### config.mk
export PLATFORM = sky130hd
export DESIGN_NAME = pmt_pair_multiplicity_trigger_unit_flat
export DESIGN_NICKNAME = d
export VERILOG_FILES = /design/src/rtl/pmt_pkg.sv /design/src/rtl/pmt_if.sv /design/src/rtl/pmt_lane.sv /design/src/rtl/pmt_merge.sv /design/src/rtl/pmt_pair_multiplicity_trigger_unit.sv /design/src/flat_wrapper.sv
export SDC_FILE = /design/constraint.sdc
export NUM_CORES = 2
export LEC_CHECK = 0
export BUFFER_PORTS_ARGS = -buffer_cell sky130_fd_sc_hd__buf_4
export CORE_ASPECT_RATIO = 0.75
export CORE_MARGIN = 5
export CORE_UTILIZATION = 50
export CTS_CLUSTER_DIAMETER = 200
export DETAILED_ROUTE_END_ITERATION = 8
export PLACE_DENSITY = 0.82
export SETUP_SLACK_MARGIN = 0.2
export SLEW_MARGIN = 20
export SYNTH_ARGS = -nofsm -noshare
export SYNTH_HDL_FRONTEND = slang
export SYNTH_SLANG_ARGS = --single-unit
export TNS_END_PERCENT = 1
### constraint.sdc
create_clock -name clk -period 4.5 [get_ports clk]
set_input_delay 0.45 -clock clk [delete_from_list [all_inputs] [get_ports clk]]
set_output_delay 0.45 -clock clk [all_outputs]
set_load 0.05 [all_outputs]
### src/rtl/pmt_pkg.sv
`timescale 1ns / 1ps
package pmt_pkg;

  localparam int NUM_PAIRS   = 64;
  localparam int HITS_W      = 64;
  localparam int CFG_W       = 64;
  localparam int CFG_IDX_W   = 3;
  localparam int STRETCH_W   = 5;
  localparam int TICK_W      = 16;
  localparam int COUNT_W     = 7;
  localparam int GRP_SIZE    = 8;
  localparam int NUM_GRPS    = (NUM_PAIRS + GRP_SIZE - 1) / GRP_SIZE;
  localparam int GRP_CNT_W   = $clog2(GRP_SIZE + 1);
  localparam int PAD_W       = NUM_GRPS * GRP_SIZE;

  localparam logic [STRETCH_W-1:0] STRETCH_RESET = STRETCH_W'(11);
  localparam logic [TICK_W-1:0]    WIN_END_RESET = TICK_W'(225);
  localparam logic [TICK_W-1:0]    TICK_MAX      = {TICK_W{1'b1}};

  typedef enum logic [CFG_IDX_W-1:0] {
    REG_PAIR_AND      = 3'd0,
    REG_SINGLE_MASK   = 3'd1,
    REG_STRETCH_TICKS = 3'd2,
    REG_WINDOW_FIRST  = 3'd3,
    REG_WINDOW_END    = 3'd4
  } cfg_reg_t;

  typedef struct packed {
    logic                 accept;
    logic                 start;
    logic                 pair_and;
    logic [STRETCH_W-1:0] stretch;
  } lane_ctl_t;

  typedef struct packed {
    logic valid;
    logic in_win;
    logic start;
  } tick_ctl_t;

endpackage

### src/rtl/pmt_if.sv
`timescale 1ns / 1ps
interface pmt_hits_if;
  logic                      valid;
  logic                      ready;
  logic [pmt_pkg::HITS_W-1:0] first_hits;
  logic [pmt_pkg::HITS_W-1:0] second_hits;
  logic                      event_start;

  modport source (output valid, first_hits, second_hits, event_start, input ready);
  modport sink   (input valid, first_hits, second_hits, event_start, output ready);
endinterface

interface pmt_count_if;
  logic                        valid;
  logic                        ready;
  logic [pmt_pkg::COUNT_W-1:0] pairs_on;
  logic                        in_window;
  logic [pmt_pkg::COUNT_W-1:0] window_max;

  modport source (output valid, pairs_on, in_window, window_max, input ready);
  modport sink   (input valid, pairs_on, in_window, window_max, output ready);
endinterface

### src/rtl/pmt_lane.sv
`timescale 1ns / 1ps
module pmt_lane (
  input  logic               clk,
  input  logic               rst,
  input  pmt_pkg::lane_ctl_t ctl,
  input  logic               first_hit,
  input  logic               second_hit,
  input  logic               single,
  output logic               high
);
  import pmt_pkg::*;

  logic [STRETCH_W-1:0] hold_count;
  logic [STRETCH_W-1:0] hold_count_next;
  logic                 high_next;
  logic [STRETCH_W-1:0] hold_cur;
  logic                 prev_cur;
  logic                 raw;

  always_comb begin
    raw      = single ? first_hit
                      : (ctl.pair_and ? (first_hit & second_hit) : (first_hit | second_hit));
    hold_cur = ctl.start ? '0 : hold_count;
    prev_cur = ctl.start ? 1'b0 : high;
    if (hold_cur != '0) begin
      high_next       = 1'b1;
      hold_count_next = hold_cur - STRETCH_W'(1);
    end else if (raw && !prev_cur) begin
      high_next       = 1'b1;
      hold_count_next = ctl.stretch;
    end else begin
      high_next       = raw;
      hold_count_next = '0;
    end
  end

  always_ff @(posedge clk) begin
    if (rst) begin
      hold_count <= '0;
      high       <= 1'b0;
    end else if (ctl.accept) begin
      hold_count <= hold_count_next;
      high       <= high_next;
    end
  end

endmodule

### src/rtl/pmt_merge.sv
`timescale 1ns / 1ps
module pmt_merge (
  input  logic                          clk,
  input  logic                          rst,
  input  pmt_pkg::tick_ctl_t            ctl,
  input  logic [pmt_pkg::NUM_PAIRS-1:0] pair_bits,
  output logic                          s_ready,
  pmt_count_if.source                   counts
);
  import pmt_pkg::*;

  logic                 v_b;
  logic                 inside_b;
  logic                 start_b;
  logic [GRP_CNT_W-1:0] grp_cnt [NUM_GRPS];
  logic [GRP_CNT_W-1:0] grp_cnt_next [NUM_GRPS];
  logic [COUNT_W-1:0]   running_max;
  logic [COUNT_W-1:0]   running_max_next;
  logic [COUNT_W-1:0]   sum;
  logic [PAD_W-1:0]     padded;
  logic                 ready_c;

  assign ready_c = !counts.valid || counts.ready;
  assign s_ready = !v_b || ready_c;
  assign padded  = PAD_W'(pair_bits);

  always_comb begin
    logic [GRP_CNT_W-1:0] acc;
    for (int g = 0; g < NUM_GRPS; g++) begin
      acc = '0;
      for (int j = 0; j < GRP_SIZE; j++) begin
        acc = acc + GRP_CNT_W'(padded[g*GRP_SIZE + j]);
      end
      grp_cnt_next[g] = acc;
    end
  end

  always_comb begin
    logic [COUNT_W-1:0] base;
    sum = '0;
    for (int g = 0; g < NUM_GRPS; g++) begin
      sum = sum + COUNT_W'(grp_cnt[g]);
    end
    base = start_b ? '0 : running_max;
    running_max_next = (inside_b && (sum > base)) ? sum : base;
  end

  always_ff @(posedge clk) begin
    if (rst) begin
      v_b <= 1'b0;
    end else if (s_ready) begin
      v_b <= ctl.valid;
    end
  end

  always_ff @(posedge clk) begin
    if (s_ready && ctl.valid) begin
      grp_cnt  <= grp_cnt_next;
      inside_b <= ctl.in_win;
      start_b  <= ctl.start;
    end
  end

  always_ff @(posedge clk) begin
    if (rst) begin
      counts.valid <= 1'b0;
      running_max  <= '0;
    end else if (ready_c) begin
      counts.valid <= v_b;
      if (v_b) begin
        running_max <= running_max_next;
      end
    end
  end

  always_ff @(posedge clk) begin
    if (ready_c && v_b) begin
      counts.pairs_on   <= sum;
      counts.in_window  <= inside_b;
      counts.window_max <= running_max_next;
    end
  end

endmodule

### src/rtl/pmt_pair_multiplicity_trigger_unit.sv
`timescale 1ns / 1ps
// Pair multiplicity trigger. Takes one discriminator tick per clock while the output is
// not stalled and returns one count item per accepted tick. Each pair has its own
// lane holding its stretch counter and last output, so ticks stream at one per cycle unless the output stalls;
// the pair count is summed by a two-stage registered adder tree behind the lane register.
// Configuration is written through cfg_we, cfg_index and cfg_data; the user must write it
// only while no item is in flight, as the block itself does not enforce this.
module pmt_pair_multiplicity_trigger_unit (
  input  logic                          clk,
  input  logic                          rst,
  input  logic                          cfg_we,
  input  logic [pmt_pkg::CFG_IDX_W-1:0] cfg_index,
  input  logic [pmt_pkg::CFG_W-1:0]     cfg_data,
  pmt_hits_if.sink                      ticks,
  pmt_count_if.source                   counts
);
  import pmt_pkg::*;

  logic                 pair_and;
  logic [HITS_W-1:0]    single_mask;
  logic [STRETCH_W-1:0] stretch_ticks;
  logic [TICK_W-1:0]    window_first;
  logic [TICK_W-1:0]    window_end;

  logic [TICK_W-1:0]    tick_index;
  logic [TICK_W-1:0]    tick_cur;
  logic                 v_a;
  logic                 inside_a;
  logic                 start_a;
  logic                 accept;
  logic                 ready_b;
  logic                 inside_now;
  lane_ctl_t            lane_ctl;
  tick_ctl_t            merge_ctl;
  logic [NUM_PAIRS-1:0] pair_bits;

  always_ff @(posedge clk) begin
    if (rst) begin
      pair_and      <= 1'b0;
      single_mask   <= '0;
      stretch_ticks <= STRETCH_RESET;
      window_first  <= '0;
      window_end    <= WIN_END_RESET;
    end else if (cfg_we) begin
      case (cfg_reg_t'(cfg_index))
        REG_PAIR_AND:      pair_and      <= cfg_data[0];
        REG_SINGLE_MASK:   single_mask   <= cfg_data[HITS_W-1:0];
        REG_STRETCH_TICKS: stretch_ticks <= cfg_data[STRETCH_W-1:0];
        REG_WINDOW_FIRST:  window_first  <= cfg_data[TICK_W-1:0];
        REG_WINDOW_END:    window_end    <= cfg_data[TICK_W-1:0];
        default: ;
      endcase
    end
  end

  assign ticks.ready = !v_a || ready_b;
  assign accept      = ticks.valid && ticks.ready;
  assign tick_cur    = ticks.event_start ? '0 : tick_index;
  assign inside_now  = (tick_cur >= window_first) && (tick_cur < window_end);

  always_ff @(posedge clk) begin
    if (rst) begin
      tick_index <= '0;
    end else if (accept) begin
      tick_index <= (tick_cur != TICK_MAX) ? tick_cur + TICK_W'(1) : tick_cur;
    end
  end

  always_ff @(posedge clk) begin
    if (rst) begin
      v_a <= 1'b0;
    end else if (ticks.ready) begin
      v_a <= ticks.valid;
    end
  end

  always_ff @(posedge clk) begin
    if (accept) begin
      inside_a <= inside_now;
      start_a  <= ticks.event_start;
    end
  end

  assign lane_ctl = '{accept:   accept,
                      start:    ticks.event_start,
                      pair_and: pair_and,
                      stretch:  stretch_ticks};

  for (genvar p = 0; p < NUM_PAIRS; p++) begin : g_lane
    pmt_lane u_lane (
      .clk        (clk),
      .rst        (rst),
      .ctl        (lane_ctl),
      .first_hit  (ticks.first_hits[p]),
      .second_hit (ticks.second_hits[p]),
      .single     (single_mask[p]),
      .high       (pair_bits[p])
    );
  end

  assign merge_ctl = '{valid: v_a, in_win: inside_a, start: start_a};

  pmt_merge u_merge (
    .clk       (clk),
    .rst       (rst),
    .ctl       (merge_ctl),
    .pair_bits (pair_bits),
    .s_ready   (ready_b),
    .counts    (counts)
  );

endmodule

### src/flat_wrapper.sv
// flat-port wrapper written by rule: the top's interface ports become plain ports
module pmt_pair_multiplicity_trigger_unit_flat import pmt_pkg::*;
  (clk, rst, cfg_we, cfg_index, cfg_data, ticks_valid, ticks_first_hits, ticks_second_hits, ticks_event_start, ticks_ready, counts_valid, counts_pairs_on, counts_in_window, counts_window_max, counts_ready);
  pmt_hits_if ticks_i ();
  pmt_count_if counts_i ();
  input  logic clk;
  input  logic rst;
  input  logic cfg_we;
  input  logic [pmt_pkg::CFG_IDX_W-1:0] cfg_index;
  input  logic [pmt_pkg::CFG_W-1:0] cfg_data;
  input wire logic [$bits(ticks_i.valid)-1:0] ticks_valid;
  input wire logic [$bits(ticks_i.first_hits)-1:0] ticks_first_hits;
  input wire logic [$bits(ticks_i.second_hits)-1:0] ticks_second_hits;
  input wire logic [$bits(ticks_i.event_start)-1:0] ticks_event_start;
  output wire logic [$bits(ticks_i.ready)-1:0] ticks_ready;
  output wire logic [$bits(counts_i.valid)-1:0] counts_valid;
  output wire logic [$bits(counts_i.pairs_on)-1:0] counts_pairs_on;
  output wire logic [$bits(counts_i.in_window)-1:0] counts_in_window;
  output wire logic [$bits(counts_i.window_max)-1:0] counts_window_max;
  input wire logic [$bits(counts_i.ready)-1:0] counts_ready;
  assign ticks_i.valid = ticks_valid;
  assign ticks_i.first_hits = ticks_first_hits;
  assign ticks_i.second_hits = ticks_second_hits;
  assign ticks_i.event_start = ticks_event_start;
  assign ticks_ready = ticks_i.ready;
  assign counts_valid = counts_i.valid;
  assign counts_pairs_on = counts_i.pairs_on;
  assign counts_in_window = counts_i.in_window;
  assign counts_window_max = counts_i.window_max;
  assign counts_i.ready = counts_ready;
  pmt_pair_multiplicity_trigger_unit u_core (.clk(clk), .rst(rst), .cfg_we(cfg_we), .cfg_index(cfg_index), .cfg_data(cfg_data), .ticks(ticks_i), .counts(counts_i));
endmodule
=== Word level (Yosys, flattened, before mapping) ===
Index checks and enable logic that the tools add are counted.

* Register bits: 563
* Output and inout port bits: 17
* Bits of input ports: 201
* Word-level logic and storage cells: 1143

* Equal/unequal tests: 5
* Mux-type cells: 516
* Bitwise logic cells: 128
* Reduce and logical (&&, ||, !) cells: 210
* $add $sub $neg: 128
* Order comparisons: 3

{| class="wikitable"
|+ Operators with widths
! operator !! count
|-
| $mux W5 || 192
|-
| $mux W1 || 320
|-
| $reduce_bool A5 Y1 || 64
|-
| $sub A5 B1 Y5 const B || 64
|-
| $add A4 B1 Y4 || 32
|-
| $logic_and A1 B1 Y1 || 69
|-
| $logic_not A1 Y1 || 67
|-
| $and A1 B1 Y1 || 64
|-
| $or A1 B1 Y1 || 64
|-
| $add A3 B1 Y4 || 8
|-
| $mux W16 || 2
|-
| $add A7 B4 Y7 || 4
|-
| $add A2 B1 Y3 || 8
|-
| $add A1 B1 Y2 || 8
|-
| $add A16 B1 Y16 const B || 1
|-
| $ge A16 B16 Y1 || 1
|-
| $lt A16 B16 Y1 || 1
|-
| $ne A16 B16 Y1 const B || 1
|-
| $mux W7 || 2
|-
| $reduce_and A2 Y1 || 6
|-
| $add A6 B4 Y7 || 1
|-
| $gt A7 B7 Y1 || 1
|-
| $add A5 B4 Y6 || 1
|-
| $eq A3 B2 Y1 const B || 2
|-
| other kinds (5) || 7
|}

=== Longest topological paths before layout ===
* Depth after elaboration: 10
* Depth in mapped cells: 21
* Depth with buffers taken out: 20

=== Modules after synthesis ===
A second synthesis with hierarchy kept.

* Cell total of the unflattened synthesis: 4088
* Area, all modules: 34834.7 µm²

{| class="wikitable"
|+ Modules (own cells, without submodules)
! module !! cells each !! area each (µm²) !! instances !! sequential area each (µm²)
|-
| pmt_lane || 47 || 390.4 || 64 || 120.1
|-
| pmt_pair_multiplicity_trigger_unit || 692 || 5507.8 || 1 || 2442.3
|-
| pmt_merge || 388 || 4342.9 || 1 || 1651.6
|}

=== Worst setup path after synthesis ===
Ideal clock, no wire load.

* Path kind: reg2reg
* From: reg u_core.u_merge.grp_cnt[3] (netlist bit)
* To: reg u_core.u_merge.counts.window_max[0] (data pin)
* Cell stages (with the launch flop): 20
* Setup slack: -0.342 ns
* Period minus slack after synthesis: 4.842 ns
* Data required time: 4.243 ns
* Buffers on the path: 1
* Arrival: 4.585 ns
* Setup time: 0.257 ns
* Cells stage by stage: edfxtp_1 inv_1 fa_1 inv_1 fa_1 fa_1 inv_1 fa_1 inv_1 ha_1 a21o_1 a21oi_1 xnor2_1 ha_1 nand4_1 o21a_1 o31a_1 clkbuf_1 mux2i_1 inv_1

* Cells in the longest elaborated chain, start to end: 4

{| class="wikitable"
|+ Ends and longest elaborated chain
! element !! RTL line !! RTL
|-
| start, declared || pmt_merge.sv:15 || <nowiki>logic [GRP_CNT_W-1:0] grp_cnt [NUM_GRPS];</nowiki>
|-
| start signal, assigned || pmt_merge.sv:58 || <nowiki>grp_cnt <= grp_cnt_next;</nowiki>
|-
| $add A7 B4 Y7 || pmt_merge.sv:42 || <nowiki>sum = sum + COUNT_W'(grp_cnt[g]);</nowiki>
|-
| named net u_core.u_merge.sum[5] || pmt_merge.sv:19 || <nowiki>logic [COUNT_W-1:0] sum;</nowiki>
|-
| $gt A7 B7 Y1 || pmt_merge.sv:45 || <nowiki>running_max_next = (inside_b && (sum > base)) ? sum : base;</nowiki>
|-
| $logic_and A1 B1 Y1 || pmt_merge.sv:45 ||
|-
| $mux W7 || pmt_merge.sv:45 ||
|-
| named net u_core.u_merge.running_max_next[0] || pmt_merge.sv:18 || <nowiki>logic [COUNT_W-1:0] running_max_next;</nowiki>
|-
| end signal, assigned || pmt_merge.sv:80 || <nowiki>counts.window_max <= running_max_next;</nowiki>
|-
| end, declared || pmt_if.sv:20 || <nowiki>modport source (output valid, pairs_on, in_window, window_max, input ready);</nowiki>
|}

The timed path passes the listed nets, and every way through them passes these cells.
A chain may end at the register's enable or synchronous reset.

=== Worst setup path after layout ===
* From: reg u_core.u_merge.grp_cnt[14] (netlist bit)
* To: reg u_core.u_merge.running_max[3]

* Cells in the longest elaborated chain, start to end: 7

{| class="wikitable"
|+ Ends and longest elaborated chain
! element !! RTL line !! RTL
|-
| $add A7 B4 Y7 * (4 in a row) || pmt_merge.sv:42 ||
|-
| named net u_core.u_merge.sum[3] || pmt_merge.sv:19 ||
|-
| $gt A7 B7 Y1 || pmt_merge.sv:45 ||
|-
| $logic_and A1 B1 Y1 || pmt_merge.sv:45 ||
|-
| $mux W7 * || pmt_merge.sv:45 ||
|-
| named net u_core.u_merge.running_max_next[3] || pmt_merge.sv:18 ||
|-
| end signal, assigned || pmt_merge.sv:71 || <nowiki>running_max <= running_max_next;</nowiki>
|-
| end, declared || pmt_merge.sv:17 || <nowiki>logic [COUNT_W-1:0] running_max;</nowiki>
|}

Mark *: on every way through the listed nets, which the timed path passes. The rest lies on a longest branch.

==> impl_results.md <==
* Run status: finished with violations
* Failing checks: negative setup slack
* Final Skew at 32.4 ps
* Async set-reset flop share out of synthesis at 0
* Sequential share of the synthesized area at 0.364
* Die width at 304 um
* Initial core utilization at 0.508
* DIE HEIGHT at about 230 um
* Power per cell area at 450 nW/um^2
* #FFs+latches synth at between 500 and 600
* CP Max Fanout at 5
* Initial antenna violation count at 0
* Drt via density at 5.93
* Final Max Tran Viols at 0
* Fin. Hold Viols at 0
* Endpoints failing setup at 14
* Clock buffer depth at 3
* Synthesized cell area at 32400 um^2
* Synth area leaders: dfxtp_1 32%, o21ai_0 11%, a21oi_1 5.8%
* Slowest CP cell: fa_1
* IO Count at 218
* Unrepaired setup endpoints after global routing: yes
* Routed wire length at 90600 um
* DRC at 0
* Vias in the first global route at 27926
* Min Tclk post-route at ~4900 ps
* CTS tree: yes
* Final period utilization at 1.08
* Number of enable flip-flop cells after synthesis at 51
* Vias at about 30000
* Crit path kind: reg -> reg
* Clock Pin Slew Worst Setup and Hold Paths at ~60 ps
* Worst setup EP type: flip-flop
* Diode count at 0
* Slew headroom at 0.246
* WL per Instance at ~18 um
* PortBufs at ~220
* Total negative slack at -4050 ps
* Part of the power in registers at 0.365
* Num CTS Buffers at 58
* CP top delay family: adder cells
* Part of the power in combinational logic at 0.345
* Total power at 16.4 mW
* PnR worst setup slack at -357 ps
* Crit-path max cell delay at between 500 and 600 ps
* CP startpoint kind: flip-flop
* Fill cells at 5707
* Post-layout nets at 4509
* Critical path depth at 18
* Pleak at about 14 nW
* R2r setup slk at -360 ps
* Crit path capture: u_core.u_merge.running_max[3]$_SDFFE_PP0P_
* Ratio of cells with drive above 1 in the final layout at 0.124
* Syn_area_per_cell at 8.00 um^2
* CP cell instances: inv_2 > fa_1 > inv_2 > fa_1 > fa_1 > inv_2 > fa_1 > inv_1 > ha_2 > inv_2 > fa_2 > inv_1 > ha_1 > a211oi_2 > nor2_1 > o31a_2 > mux2i_1 > o311a_1
* Die ar. at 70100 um^2
* Fmax at 206 MHz
* Core area at 63900 um^2
* Critical path startpoint: u_core.u_merge.grp_cnt[14]$_DFFE_PP_
* Clock latency at the later pin of the worst-skew pair at 630 ps
* NetSw at 5.61 mW
* Total GRT Usage at 0.244
* Row count at 80
* Clock Power Share at 0.290
* MaxCap Viol Count at 0
* Buf+Inv Stages, Crit Path at 6
* Root Driver: clkbuf_16
* Hpwl dp at 56900 um
* Yosys warnings at 0
* GPL Wtd Cong at 0.871
* Design area at 36500 um^2
* First-pass GRT wire length at roughly 150000 um
* Switching Fraction at 0.342
* Largest net degree at the start of global routing at 193
* Worst vdd ir at 0.623 mV
* Dpl cell area at 34500 um^2
* Yosys cell types at 68
* Most common cell in the netlist: o21ai_0
* Largest area contributor in the netlist: dfxtp_1
* Worst path required time at 5020 ps
* H-tree depth at 2
* Worst reg2reg path startpoint: u_core.u_merge.grp_cnt[14]$_DFFE_PP_
* Num Clock Sinks at 563
* Overflow after GRT at 0
* Reg2reg end: u_core.u_merge.running_max[3]$_SDFFE_PP0P_
* Synth-to-layout area growth at 12.5%
* Hold Path Class: in -> reg
* Setup WS pre-CTS at -535 ps
* Worst r2r path cells at 18
* Share of the synthesized area in the top cell type at 0.316
* ANT nets after route at 0
* Cell internal pwr at 10.8 mW
* Initial drt markers at 3002
* Worst Tran Pin Value at 1130 ps
* Ys flop type: dfxtp_1
* Mapped Nets at about 4400
* Mapped Cells at ~4000
* Worst Path Arrival at 5370 ps
* Synth cell count leaders: 687 x o21ai_0, 512 x dfxtp_1, 471 x nand2_1, 378 x a21oi_1, 370 x nor2_1
* Final Util at 0.571
* Detailed Routing Iterations Pass 1 at 6
-- sequential cells by signal, summed over array words and instances (netlist names), 5 cells and up --
register	count
u_core.single_mask	64
u_core.u_merge.running_max	7
u_core.window_end	16
u_core.u_merge.counts.pairs_on	7
u_core.tick_index	16
u_core.window_first	16
u_core.stretch_ticks	5
u_core.g_lane.u_lane.high	64
u_core.g_lane.u_lane.hold_count	320
u_core.u_merge.grp_cnt	32
u_core.u_merge.counts.window_max	7
-- cells by family after synthesis --
group           after synthesis  share of synthesized area
compound gates             1395                      0.278
xor+xnor                     76                     0.0205
flops                       563                      0.364
simple gates               1199                      0.160
fa+ha+maj                   189                     0.0857
mux                          74                     0.0253
buf+inv                     554                     0.0674
-- worst min-delay path by stage --
stage                                    startpoint                                  end  cells after the start
after detailed placement  u_core.inside_a$_DFFE_PP_    u_core.u_merge.inside_b$_DFFE_PP_                      0
after CTS                              cfg_data[17]  u_core.single_mask[17]$_SDFFE_PP0P_                      3
after global placement    u_core.inside_a$_DFFE_PP_    u_core.u_merge.inside_b$_DFFE_PP_                      0
after global routing                   cfg_data[17]  u_core.single_mask[17]$_SDFFE_PP0P_                      3
final                                  cfg_data[19]  u_core.single_mask[19]$_SDFFE_PP0P_                      3
after floorplan           u_core.inside_a$_DFFE_PP_    u_core.u_merge.inside_b$_DFFE_PP_                      0
-- tightest hold or removal path, delay by kind of cell --
kind	cells	cell delay, ps
buffers and inverters	1	110
AO/OA/AOI/OAI	1	50
AND/OR/NAND/NOR	1	40
-- layout make-up --
type	count	area, um^2	share of cell area
clock buffer	92	1720	0.0472
tap	861	1080	0.0295
timing repair buffer	261	2090	0.0573
clock inverter	15	129	0.00353
inverter	301	1150	0.0315
sequential	563	11800	0.323
multi-input combinational	2934	18500	0.508
-- through the flow --
step                instances  hold slack, ps
detailed placement       4914             411
global placement         4914             401
floorplan                4050             400
global route             5027            53.8
finish                   5027            64.8
CTS                      5023            37.6
-- cells in the final DEF, fill, tap and decap left out, types with 51 or more instances in the layout --
master	Yosys	layout
o21ai_0	687	685
dfxtp_1	512	507
nand2_1	471	470
a21oi_1	378	376
nor2_1	370	370
inv_1	298	294
buf_4	6	250
nor3_1	199	199
ha_1	134	133
a221oi_1	128	128
a31oi_1	71	71
xor2_1	69	69
and2_1	64	64
mux2_2	64	64
clkbuf_16	0	59
fa_1	55	53
edfxtp_1	51	51
-- metal layers --
layer | share of wire | global-route usage | up-vias
li1 | - | - | 14377
met4 | 0.029 | 0.0774 | 0
met5 | 0 | 0 | -
met2 | 0.46 | 0.400 | 1150
met3 | 0.077 | 0.0439 | 166
met1 | 0.43 | 0.330 | 14123
-- repair_timing --
| item | in CTS | in global routing |
|---|---|---|
| hold buffers | 0 | 0 |
| endpoints found under the hold margin | 0 | 0 |
| setup buffers | 1 | 3 |
| endpoints found under the setup margin | 14 | 14 |
| cloned | 1 | 0 |
| resized for setup | 6 | 2 |
| pin swaps | 4 | 1 |
-- power by group through the flow --
stage / logic [mW] / registers, mW / clock network, mW
floorplan: 3.65 / 6.15 / 0
global placement: 5.14 / 6.07 / 0
detailed placement: 5.35 / 6.08 / 0
CTS: 5.51 / 5.98 / 4.85
global route: 6.29 / 6.03 / 5.08
finish: 5.66 / 5.99 / 4.77
(Power assumes the default switching activity.)
